$ cat config.mk
export PLATFORM = sky130hd
export DESIGN_NAME = slot_pool_allocator_with_tag_map
export DESIGN_NICKNAME = d
export VERILOG_FILES = /design/src/spat_pkg.sv /design/src/slot_pool_allocator_with_tag_map.sv /design/src/spat_free_stack.sv /design/src/spat_tag_scan.sv
export SDC_FILE = /design/constraint.sdc
export NUM_CORES = 2
export LEC_CHECK = 0
export BUFFER_PORTS_ARGS = -buffer_cell sky130_fd_sc_hd__buf_4
export CAP_MARGIN = 30
export CELL_PAD_IN_SITES_DETAIL_PLACEMENT = 0
export CELL_PAD_IN_SITES_GLOBAL_PLACEMENT = 2
export CORE_AREA = 3 3 371 373
export DETAILED_ROUTE_END_ITERATION = 8
export DIE_AREA = 0 0 374 376
export GPL_TIMING_DRIVEN = 0
export PLACE_DENSITY_LB_ADDON = 0.1
export SYNTH_ARGS = -nofsm -noshare
export SYNTH_HDL_FRONTEND = slang
export SYNTH_SLANG_ARGS = --single-unit
$ cat constraint.sdc
create_clock -name clk -period 6.19 [get_ports clk]
set_clock_uncertainty 0.2 [all_clocks]
set_input_delay 0.3095 -clock clk [delete_from_list [all_inputs] [get_ports clk]]
set_output_delay 0.3095 -clock clk [all_outputs]
set_load 0.05 [all_outputs]
$ cat src/spat_pkg.sv
// ----------------------------------------------------------------------------
// spat_pkg
// Shared types and constants of the slot pool allocator with tag map.
// ----------------------------------------------------------------------------
package spat_pkg;

  localparam int CMD_W      = 3;
  localparam int SLOT_IDX_W = 6;
  localparam int TAG_IN_W   = 16;
  localparam int COUNT_W    = 7;

  typedef enum logic [CMD_W-1:0] {
    CMD_ALLOC       = 3'd0,
    CMD_RELEASE     = 3'd1,
    CMD_LINK        = 3'd2,
    CMD_UNLINK      = 3'd3,
    CMD_FIND        = 3'd4,
    CMD_ALLOC_LINK  = 3'd5,
    CMD_RELEASE_TAG = 3'd6
  } cmd_t;

  // Free stack requests from the sequencer.
  typedef struct packed {
    logic rd_en;       // read the top entry
    logic pop_commit;  // retire the entry read in the previous cycle
    logic push_en;     // push a slot
  } stk_ctl_t;

  typedef struct packed {
    logic empty;
    logic full;
  } stk_sts_t;

  // Tag scan requests from the sequencer.
  typedef struct packed {
    logic start;  // rewind the scan pointer
    logic run;    // advance the scan
    logic wr_en;  // write a tag entry
  } scan_ctl_t;

  typedef struct packed {
    logic hit;
    logic miss;
  } scan_sts_t;

endpackage

$ cat src/slot_pool_allocator_with_tag_map.sv
// ----------------------------------------------------------------------------
// slot_pool_allocator_with_tag_map
// Slot pool with a free-list stack, per-slot in-use and tag-valid bits and a
// tag map searched by a sequential scan.
// ----------------------------------------------------------------------------
//   channel  handshake             payload
//   in       in_valid / in_stall   cmd, target_slot, entity_tag
//   out      out_valid / out_stall result_slot, ok, busy_count
//
// One command is taken at a time; in_stall is high until its result is in
// the output register. Link and unlink pass through S_LINK, release through
// S_PUSH and an unused code straight to S_DONE; alloc and alloc_and_link pass
// through S_POP and S_POPW (S_POP only on an empty pool), since the free
// stack memory read is registered. Find stays in S_SCAN while the tag scan
// compares one slot a cycle; release_by_tag adds S_PUSH. Synchronous reset
// needs no clearing pass. A stalled result holds; the next command is accepted
// while it waits and completes as soon as the output register frees up.
// ----------------------------------------------------------------------------
module slot_pool_allocator_with_tag_map #(
  parameter int NUM_SLOTS = 64,
  parameter int TAG_BITS  = 16
) (
  input  logic                              clk,
  input  logic                              rst,
  input  logic                              in_valid,
  output logic                              in_stall,
  input  logic [spat_pkg::CMD_W-1:0]        cmd,
  input  logic [spat_pkg::SLOT_IDX_W-1:0]   target_slot,
  input  logic [spat_pkg::TAG_IN_W-1:0]     entity_tag,
  output logic                              out_valid,
  input  logic                              out_stall,
  output logic [spat_pkg::SLOT_IDX_W-1:0]   result_slot,
  output logic                              ok,
  output logic [spat_pkg::COUNT_W-1:0]      busy_count
);
  import spat_pkg::*;

  localparam int SW = $clog2(NUM_SLOTS);
  localparam int CW = $clog2(NUM_SLOTS + 1);

  typedef enum logic [6:0] {
    S_IDLE = 7'b0000001,
    S_POP  = 7'b0000010,
    S_POPW = 7'b0000100,
    S_LINK = 7'b0001000,
    S_SCAN = 7'b0010000,
    S_PUSH = 7'b0100000,
    S_DONE = 7'b1000000
  } state_t;

  state_t                state;
  cmd_t                  cmd_in;
  cmd_t                  cmd_q;
  logic [SLOT_IDX_W-1:0] idx_q;
  logic [TAG_BITS-1:0]   tag_q;
  logic [SW-1:0]         cur_slot;
  logic [SW-1:0]         res_slot;
  logic                  res_ok;
  logic [NUM_SLOTS-1:0]  in_use;
  logic [NUM_SLOTS-1:0]  tag_valid;
  logic [CW-1:0]         used_count;

  logic                  accept;
  logic [SW-1:0]         idx_slot;
  logic                  idx_ok;
  logic                  link_ok;
  logic                  push_ok;

  stk_ctl_t              stk_ctl;
  stk_sts_t              stk_sts;
  logic [SW-1:0]         pop_slot;
  scan_ctl_t             scan_ctl;
  scan_sts_t             scan_sts;
  logic [SW-1:0]         hit_slot;
  logic [SW-1:0]         tag_wr_addr;

  assign cmd_in   = cmd_t'(cmd);
  assign in_stall = (state != S_IDLE);
  assign accept   = in_valid && !in_stall;

  always_comb begin
    idx_slot = SW'(idx_q);
    idx_ok   = (int'(idx_q) < NUM_SLOTS);
    link_ok  = idx_ok && in_use[idx_slot];
    // Release by tag pushes a slot that the scan found in use.
    push_ok  = ((cmd_q != CMD_RELEASE) || idx_ok) && in_use[cur_slot] && !stk_sts.full;

    stk_ctl.rd_en      = (state == S_POP) && !stk_sts.empty;
    stk_ctl.pop_commit = (state == S_POPW);
    stk_ctl.push_en    = (state == S_PUSH) && push_ok;

    scan_ctl.start = accept && ((cmd_in == CMD_FIND) || (cmd_in == CMD_RELEASE_TAG));
    scan_ctl.run   = (state == S_SCAN);
    scan_ctl.wr_en = ((state == S_LINK) && link_ok && (cmd_q == CMD_LINK)) ||
                     ((state == S_POPW) && (cmd_q == CMD_ALLOC_LINK));
    tag_wr_addr    = (state == S_POPW) ? pop_slot : idx_slot;
  end

  spat_free_stack #(
    .NUM_SLOTS (NUM_SLOTS)
  ) u_free_stack (
    .clk       (clk),
    .rst       (rst),
    .ctl       (stk_ctl),
    .push_slot (cur_slot),
    .pop_slot  (pop_slot),
    .sts       (stk_sts)
  );

  spat_tag_scan #(
    .NUM_SLOTS (NUM_SLOTS),
    .TAG_BITS  (TAG_BITS)
  ) u_tag_scan (
    .clk      (clk),
    .rst      (rst),
    .ctl      (scan_ctl),
    .wr_addr  (tag_wr_addr),
    .wr_tag   (tag_q),
    .key      (tag_q),
    .live     (in_use & tag_valid),
    .sts      (scan_sts),
    .hit_slot (hit_slot)
  );

  always_ff @(posedge clk) begin
    if (rst) begin
      state      <= S_IDLE;
      in_use     <= '0;
      tag_valid  <= '0;
      used_count <= '0;
      out_valid  <= 1'b0;
    end else begin
      // A beat leaving while a new one is loaded is handled in S_DONE.
      if (out_valid && !out_stall && (state != S_DONE)) begin
        out_valid <= 1'b0;
      end
      case (state)
        S_IDLE: begin
          if (accept) begin
            cmd_q    <= cmd_in;
            idx_q    <= target_slot;
            tag_q    <= TAG_BITS'(entity_tag);
            cur_slot <= SW'(target_slot);
            res_ok   <= 1'b0;
            res_slot <= '0;
            case (cmd_in)
              CMD_ALLOC, CMD_ALLOC_LINK: state <= S_POP;
              CMD_RELEASE:               state <= S_PUSH;
              CMD_LINK, CMD_UNLINK:      state <= S_LINK;
              CMD_FIND, CMD_RELEASE_TAG: state <= S_SCAN;
              default:                   state <= S_DONE;
            endcase
          end
        end
        S_POP: begin
          state <= stk_sts.empty ? S_DONE : S_POPW;
        end
        S_POPW: begin
          in_use[pop_slot]    <= 1'b1;
          tag_valid[pop_slot] <= (cmd_q == CMD_ALLOC_LINK);
          used_count          <= used_count + CW'(1);
          res_ok              <= 1'b1;
          res_slot            <= pop_slot;
          state               <= S_DONE;
        end
        S_LINK: begin
          if (link_ok) begin
            tag_valid[idx_slot] <= (cmd_q == CMD_LINK);
            res_ok              <= 1'b1;
            res_slot            <= idx_slot;
          end
          state <= S_DONE;
        end
        S_SCAN: begin
          if (scan_sts.hit) begin
            if (cmd_q == CMD_FIND) begin
              res_ok   <= 1'b1;
              res_slot <= hit_slot;
              state    <= S_DONE;
            end else begin
              cur_slot <= hit_slot;
              state    <= S_PUSH;
            end
          end else if (scan_sts.miss) begin
            state <= S_DONE;
          end
        end
        S_PUSH: begin
          if (push_ok) begin
            in_use[cur_slot]    <= 1'b0;
            tag_valid[cur_slot] <= 1'b0;
            if (used_count != '0) begin
              used_count <= used_count - CW'(1);
            end
            res_ok   <= 1'b1;
            res_slot <= cur_slot;
          end
          state <= S_DONE;
        end
        S_DONE: begin
          if (!out_valid || !out_stall) begin
            out_valid   <= 1'b1;
            result_slot <= res_ok ? SLOT_IDX_W'(res_slot) : '0;
            ok          <= res_ok;
            busy_count  <= COUNT_W'(used_count);
            state       <= S_IDLE;
          end
        end
        default: begin
          state <= S_IDLE;
        end
      endcase
    end
  end

endmodule

$ cat src/spat_free_stack.sv
// ----------------------------------------------------------------------------
// spat_free_stack
// Free-list stack of slot indexes in a memory with a registered read port.
// Entries below the low-water mark were never written and read as their
// reset value, so the stack needs no clearing pass.
// ----------------------------------------------------------------------------
module spat_free_stack #(
  parameter int NUM_SLOTS = 64
) (
  input  logic                             clk,
  input  logic                             rst,
  input  spat_pkg::stk_ctl_t               ctl,
  input  logic [$clog2(NUM_SLOTS)-1:0]     push_slot,
  output logic [$clog2(NUM_SLOTS)-1:0]     pop_slot,
  output spat_pkg::stk_sts_t               sts
);
  import spat_pkg::*;

  localparam int SW = $clog2(NUM_SLOTS);
  localparam int DW = $clog2(NUM_SLOTS + 1);

  logic [SW-1:0] mem [NUM_SLOTS];
  logic [DW-1:0] depth;
  logic [DW-1:0] lwm;
  logic [SW-1:0] rd_addr;
  logic [SW-1:0] rd_addr_q;
  logic [SW-1:0] rd_data_q;
  logic          use_rst_q;

  assign rd_addr = SW'(depth - DW'(1));

  always_ff @(posedge clk) begin
    if (ctl.rd_en) begin
      rd_data_q <= mem[rd_addr];
      rd_addr_q <= rd_addr;
      use_rst_q <= (DW'(rd_addr) < lwm);
    end
    if (ctl.push_en) begin
      mem[depth[SW-1:0]] <= push_slot;
    end
  end

  always_ff @(posedge clk) begin
    if (rst) begin
      depth <= DW'(NUM_SLOTS);
      lwm   <= DW'(NUM_SLOTS);
    end else begin
      if (ctl.pop_commit) begin
        depth <= depth - DW'(1);
        if (use_rst_q) begin
          lwm <= DW'(rd_addr_q);
        end
      end else if (ctl.push_en) begin
        depth <= depth + DW'(1);
      end
    end
  end

  // At reset entry i holds NUM_SLOTS-1-i, so slot 0 sits on top.
  assign pop_slot  = use_rst_q ? (SW'(NUM_SLOTS - 1) - rd_addr_q) : rd_data_q;
  assign sts.empty = (depth == '0);
  assign sts.full  = (depth == DW'(NUM_SLOTS));

endmodule

$ cat src/spat_tag_scan.sv
// ----------------------------------------------------------------------------
// spat_tag_scan
// Tag memory with one shared comparator that walks the slots from index 0
// upward, one slot a cycle, and reports the lowest live slot whose tag
// matches the key.
// ----------------------------------------------------------------------------
module spat_tag_scan #(
  parameter int NUM_SLOTS = 64,
  parameter int TAG_BITS  = 16
) (
  input  logic                             clk,
  input  logic                             rst,
  input  spat_pkg::scan_ctl_t              ctl,
  input  logic [$clog2(NUM_SLOTS)-1:0]     wr_addr,
  input  logic [TAG_BITS-1:0]              wr_tag,
  input  logic [TAG_BITS-1:0]              key,
  input  logic [NUM_SLOTS-1:0]             live,
  output spat_pkg::scan_sts_t              sts,
  output logic [$clog2(NUM_SLOTS)-1:0]     hit_slot
);
  import spat_pkg::*;

  localparam int SW = $clog2(NUM_SLOTS);
  localparam int PW = $clog2(NUM_SLOTS + 1);

  logic [TAG_BITS-1:0] mem [NUM_SLOTS];
  logic [PW-1:0]       ptr;
  logic                issue;
  logic                sv;
  logic                live_q;
  logic [SW-1:0]       sidx;
  logic [TAG_BITS-1:0] data_q;
  logic                hit;

  assign issue = ctl.run && (ptr != PW'(NUM_SLOTS));

  always_ff @(posedge clk) begin
    if (ctl.wr_en) begin
      mem[wr_addr] <= wr_tag;
    end
    if (issue) begin
      data_q <= mem[ptr[SW-1:0]];
      live_q <= live[ptr[SW-1:0]];
      sidx   <= ptr[SW-1:0];
    end
  end

  always_ff @(posedge clk) begin
    if (rst) begin
      ptr <= '0;
      sv  <= 1'b0;
    end else if (ctl.start) begin
      ptr <= '0;
      sv  <= 1'b0;
    end else if (ctl.run) begin
      sv <= issue;
      if (issue) begin
        ptr <= ptr + PW'(1);
      end
    end
  end

  // The compare stage works on the read registered in the cycle before; a miss is known once the
  // last slot has been compared.
  assign hit      = sv && live_q && (data_q == key);
  assign sts.hit  = hit;
  assign sts.miss = sv && !hit && (sidx == SW'(NUM_SLOTS - 1));
  assign hit_slot = sidx;

endmodule

**Word-level counts from Yosys, hierarchy flattened**

Memories as Yosys holds them, arrays and structs flattened. A register that Yosys moved wholly into a read port is not among the register bits.
Cells that the tools add are included.

- Bits in writable memories: 1408
- Input bits: 29
- Flip-flop bits (word level): 231
- Output and inout bits: 16
- Memories: 2

- $lt $le $gt $ge: 8
- Add/subtract/negate cells: 6
- Equality and inequality tests: 31
- Mux-type cells: 57
- Reduce and logical (&&, ||, !) cells: 50
- Bitwise gates (word level): 6

Memory list:

| name | words | bits a word | rd ports | clocked after Yosys merged registers in | wr ports | RTL line | text |
|---|---|---|---|---|---|---|---|
| u_tag_scan.mem | 64 | 16 | 1 | 1 | 1 | spat_tag_scan.sv:26 | `logic [TAG_BITS-1:0] mem [NUM_SLOTS];` |
| u_free_stack.mem | 64 | 6 | 1 | 1 | 1 | spat_free_stack.sv:22 | `logic [SW-1:0] mem [NUM_SLOTS];` |

Operator list:

| kind | count |
|---|---|
| AND 64 bit | 3 |
| 2-to-1 mux 64 bit | 3 |
| case mux 64 bit (3 select lines) | 1 |
| bitwise mux 64 bit | 2 |
| case mux 64 bit (2 select lines) | 1 |
| 2-to-1 mux 7 bit | 10 |
| NOT 64 bit | 1 |
| OR 64 bit | 1 |
| 2-to-1 mux 6 bit | 10 |
| case mux 7 bit (5 select lines) | 1 |
| case mux 6 bit (5 select lines) | 1 |
| less-than comparator 6 x 7 -> 1 bit, second input constant | 4 |
| case mux 7 bit (4 select lines) | 1 |
| adder 7 x 1 -> 7 bit, second input constant | 3 |
| binary-select mux 1 bit (select 6 bit) | 3 |
| demux 1 bit (select 6 bit) | 3 |
| >= comparator 6 x 1 -> 1 bit, second input constant | 3 |
| logical AND 1 bit | 18 |
| 2-to-1 mux 1 bit | 18 |
| equality test 16 bit | 1 |
| equality test 3 bit, second input constant | 5 |
| AND reduction 3 bit | 5 |
| equality test 7 bit, second input constant | 2 |
| != test 2 bit, second input constant | 7 |
| 33 further kinds | 51 |

**Longest topological paths before layout**

- Depth in word-level cells: 8
- Depth in mapped cells: 17
- Depth with buffers taken out: 13

**Hierarchy**

From an unflattened synthesis, not the netlist that was laid out.

- Cell total of the unflattened synthesis: 4694
- Area total of the unflattened synthesis: 71148.2 um^2

Modules (own cells, without submodules):

| module | instances | area an instance (um^2) | sequential area each (um^2) | cells each |
|---|---|---|---|---|
| spat_tag_scan | 1 | 41791.3 | 31600.3 | 2161 |
| spat_free_stack | 1 | 16682.2 | 12201.7 | 936 |
| slot_pool_allocator_with_tag_map | 1 | 12674.7 | 4424.2 | 1597 |

**Worst setup path before layout**

No wires, ideal clock.

- Path kind: register -> register
- Start: reg u_free_stack.depth[0]
- End: reg u_free_stack.use_rst_q (data pin)
- Arrival: 3.590 ns
- Setup time: 0.262 ns
- Data required time: 5.728 ns
- Buffers on the path: 6
- Stages on the path, launching flop included: 18
- Setup slack: 2.138 ns
- Cell sequence: dfxtp_1 -> clkbuf_1 -> clkbuf_1 -> buf_1 -> inv_1 -> ha_1 -> clkbuf_1 -> clkbuf_1 -> clkbuf_1 -> inv_1 -> ha_1 -> a21o_1 -> a21oi_1 -> nor2b_1 -> o21ai_0 -> nand2b_1 -> a21oi_1 -> or2_2

- Cells in the longest elaborated chain, start to end: 2

RTL lines:

| item | RTL line | text |
|---|---|---|
| start: declaration | spat_free_stack.sv:23 | `logic [DW-1:0] depth;` |
| start signal: assignment | spat_free_stack.sv:45 | `depth <= DW'(NUM_SLOTS);` |
| start signal: assignment | spat_free_stack.sv:49 | `depth <= depth - DW'(1);` |
| start signal: assignment | spat_free_stack.sv:54 | `depth <= depth + DW'(1);` |
| subtractor 7 x 1 -> 7 bit | -- |  |
| named net u_free_stack.rd_addr[0] | spat_free_stack.sv:25 | `logic [SW-1:0] rd_addr;` |
| less-than comparator 6 x 7 -> 1 bit | spat_free_stack.sv:36 | `use_rst_q <= (DW'(rd_addr) < lwm);` |
| end signal: assignment | spat_free_stack.sv:36 |  |
| end: declaration | spat_free_stack.sv:28 | `logic use_rst_q;` |

The timed path passes the listed nets, and every way through them passes these cells.
A chain may end at the register's enable or synchronous reset.

**Final worst setup path**

- Start: reg u_free_stack.depth[0]
- End: mem u_free_stack.mem[34][5] in the netlist's numbering (enable)

- Cells in the longest elaborated chain, start to end: 6

RTL lines:

| item | RTL line | text |
|---|---|---|
| equality test 7 bit | spat_free_stack.sv:62 | `assign sts.full = (depth == DW'(NUM_SLOTS));` |
| logical NOT 1 bit | slot_pool_allocator_with_tag_map.sv:86 | `push_ok = ((cmd_q != CMD_RELEASE) \|\| idx_ok) && in_use[cur_slot] && !stk_sts.full;` |
| logical AND 1 bit | slot_pool_allocator_with_tag_map.sv:86 |  |
| logical AND 1 bit | slot_pool_allocator_with_tag_map.sv:90 | `stk_ctl.push_en = (state == S_PUSH) && push_ok;` |
| 2-to-1 mux 1 bit | spat_free_stack.sv:38 | `if (ctl.push_en) begin` |
| 2-to-1 mux 1 bit (not written as such) | spat_free_stack.sv:39 | `mem[depth[SW-1:0]] <= push_slot;` |
| end: declaration | spat_free_stack.sv:22 |  |

Parallel ways exist; a longest one is shown, timed or not.

==> impl_metrics.json <==
{
  "hold_path.startpoint": "entity_tag[0]",
  "n_fill_cell": 9849,
  "worst_pin_slew_ps": 1084,
  "clock-sinks": 1661,
  "synth_edf_count": 1496,
  "post_drt_wl_per_cell_um": 35.97,
  "fp-row-count": 135,
  "htreeDepth": 4,
  "dr.pass1.iters": 6,
  "power.switching_mw": 5.108,
  "grt_pass1_wl_um": 327500,
  "p_seq_frac": 0.521,
  "dpl.cell_count": 6127,
  "maxCapViolations": 0,
  "areaGrowthSynthToFinish_pct": 17.84,
  "intPower_mw": 18.56,
  "swShare": 0.2158,
  "period_minus_slack_ps": 5986,
  "finalMaxSlewViolations": 0,
  "cts_tree": "built",
  "die_h_um": 376,
  "pwr-share-comb": 0.039,
  "die-area_mm2": 0.1406,
  "gr-usage-all-layers": 0.3341,
  "cp.required_ps": 6410,
  "p_leak_nw": 25.57,
  "startpoint_type": "flop",
  "nets": 4612,
  "start_util": 0.5170,
  "antenna_found_initial": 7,
  "clockPowerShare": 0.441,
  "grt_max_degree": 33,
  "grt_pass1_vias": 41973,
  "yosysWarnings": 0,
  "ff2ff_path_depth": 13,
  "netlist_area_mm2": 0.06977,
  "synth_cell_types": 82,
  "yosysSeqAreaShare": 0.6912,
  "rsz0062_at_grt": "true",
  "overflow": 0,
  "cp.arrival_ps": 6210,
  "syn_inst": 4134,
  "drtIter0Drc": 5718,
  "synth_top_flop_cell": "edfxtp_1",
  "clock_latency_ps": 820,
  "routed_wl_um": 233900,
  "finalCritPeriodShare": 0.9671,
  "whs_path_depth": 2,
  "fp.coreArea_mm2": 0.1350,
  "vias": 42829,
  "setup_slack_ps": 203.8,
  "slew_headroom": 0.2772,
  "drive_gt1_frac": 0.2425,
  "cts_setup_buffers": 0,
  "place_congestion": 1.040,
  "drtAntennaViolNets": 0,
  "pin_count": 45,
  "finalHoldViolations": 0,
  "power.density_mw_per_mm2": 287.9,
  "crit_path_max_fanout": 10,
  "clkTransAtPathRegs_ps": 60,
  "synth_nets": 4178,
  "place_ws_ps": -65.98,
  "status": "completed",
  "root_buffer": "clkbuf_16",
  "rr_startpoint": "u_free_stack.depth[0]",
  "drcViolationCount": 0,
  "cp-end-kind": "flop",
  "total_power_mw": 23.67,
  "peakVddDrop_mv": 0.2625,
  "critPathLaunch": "u_free_stack.depth[0]",
  "port_buffers": 44,
  "numCtsBuffers": 168,
  "hold_class": "in2reg",
  "ys_seq_elements": 1661,
  "crit_type": "reg2reg",
  "via_per_inst": 6.586,
  "hpwl_um": 168400,
  "setup_violations": 0,
  "die_x_um": 374,
  "cts_buffer_depth": 3,
  "timing.fmax_mhz": 167.1,
  "instances_no_fill": 6503,
  "synthArstFlopShare": 0,
  "avgSynthCellArea_um2": 16.88
}
[final cells by class]
| class | count | area (um^2) | area share |
|---|---|---|---|
| Sequential cell | 1661 | 48230 | 0.5866 |
| Multi-Input combinational cell | 2144 | 20720 | 0.2520 |
| Clock buffer | 208 | 4457 | 0.05421 |
| Timing Repair Buffer | 264 | 3956 | 0.04812 |
| Tap cell | 1781 | 2228 | 0.02710 |
| Clock inverter | 108 | 1232 | 0.01499 |
| Buffer | 270 | 1157 | 0.01408 |
| Inverter | 59 | 221.5 | 0.002694 |
| Antenna cell | 8 | 20.02 | 0.0002435 |
[power by group through the flow]
stage	logic, mW	clock network (mW)	registers (mW)
6_report	0.916	10.4	12.3
5_1_grt	0.945	11.0	12.3
4_1_cts	0.895	10.6	12.3
3_5_place_dp	0.872	0	12.6
3_3_place_gp	0.533	0	12.7
2_1_floorplan	0.289	0	12.6
[metrics by stage]
stage / TNS (ps) / util / hold WS (ps) / instance area (um^2)
floorplan: 0 / - / 186.2 / 69770
global placement: -595350 / 0.5359 / 220.7 / 72330
detailed placement: -1786 / 0.5628 / 222.4 / 75950
CTS: 0 / 0.6083 / 20.12 / 82100
global route: -4225 / 0.6090 / 30.33 / 82200
finish: 0 / 0.6092 / 63.82 / 82220
[layer usage]
metal | share of wire | GRT usage | wire length [um] | vias up
li1 | - | - | - | 17650
met1 | 0.41 | 0.4812 | 95570 | 22377
met2 | 0.45 | 0.5020 | 106000 | 2341
met3 | 0.090 | 0.06860 | 21140 | 461
met4 | 0.048 | 0.1407 | 11210 | 0
met5 | 0 | 0 | 0 | -
[worst paths after layout]
path                                           endpoint  slack (ps)
worst max-delay path            u_free_stack.mem[34][5]         200
worst min register to register   u_tag_scan.hit_slot[2]         230
worst max register to register  u_free_stack.mem[34][5]         200
worst min-delay path                           tag_q[0]          60
[Yosys cell counts, types with 9 or more instances]
cell type  instances  area share
o32ai_1           13      0.0016
or3_1             10     0.00090
nand3b_1          24      0.0026
inv_1             54      0.0029
or3b_2            11      0.0014
buf_2             43      0.0031
buf_1             49      0.0026
ha_1              14      0.0025
and3_1            16      0.0014
edfxtp_1        1496        0.64
nor3_1            55      0.0039
xor2_1            22      0.0028
nor4_1            11     0.00099
a211oi_1          30      0.0032
nand4_1           35      0.0031
o22ai_1           38      0.0034
nand3_1          113      0.0081
o31ai_1           30      0.0032
nor2_1           253       0.014
mux2i_1           76       0.011
a211oi_2          24      0.0043
mux4_2           451        0.15
and2_1            16      0.0014
a21boi_0           9     0.00097
a22oi_1            9     0.00097
nor2b_1           19      0.0017
a32o_1            13      0.0019
o211ai_1          21      0.0023
o21ai_0          129      0.0093
a311oi_1          25      0.0031
buf_6              9      0.0015
xnor2_1           14      0.0018
dfxtp_1          165       0.047
mux2_2             9      0.0015
a21oi_1          238       0.017
clkbuf_1         163      0.0088
a31oi_1           34      0.0030
nand2_1          260       0.014
[registers in the layout (all words and copies together) (netlist names), 3 cells and up, named ones only]
name,count
busy_count,7
cmd_q,3
cur_slot,6
idx_q,6
in_use,64
res_slot,6
result_slot,6
state,7
tag_q,16
u_free_stack.depth,7
u_free_stack.lwm,7
u_free_stack.mem,384
u_free_stack.rd_addr_q,6
u_free_stack.rd_data_q,6
u_tag_scan.data_q,16
u_tag_scan.hit_slot,6
u_tag_scan.mem,1024
u_tag_scan.ptr,7
used_count,7
[logic make-up (layout without fill, tap and decap cells)]
family,Yosys count,in the layout,synth area share
flip-flops,1661,1661,0.6912
AND/OR/NAND/NOR,856,856,0.05683
AO/OA/AOI/OAI,697,697,0.06621
multiplexers,540,540,0.1586
buffers and inverters,329,909,0.01976
XOR/XNOR,36,36,0.004519
adder cells (fa/ha/maj),15,15,0.002798
other,0,8,0
[layout by cell type, fill, tap and decap left out, drive strengths merged, types with 62 or more instances in the layout]
cell type  netlist  routed
edfxtp        1496    1496
mux4           451     451
clkbuf         163     372
buf            107     325
nand2          260     260
nor2           254     254
a21oi          239     239
dfxtp          165     165
o21ai          130     130
nand3          113     113
clkinv           2      79
mux2i           76      76
inv             57      62
[timing repair]
item	in CTS	in global routing
gates resized for setup	1	2
pin swaps	0	0
hold buffers	45	0
endpoints found under the hold margin	83	0
setup endpoints to repair	42	200
[critical path: stages (launching register included)]
cell and delay, ps:
dfxtp_1 330, clkbuf_1 170, clkbuf_1 750, buf_1 600, inv_1 290, ha_1 340
nand2b_1 190, nor2_1 130, a21oi_2 520, o31ai_2 230, buf_6 210, nor2_1 190
nand3_1 670, nor2_1 770
Power figures use the tool's default switching activity.
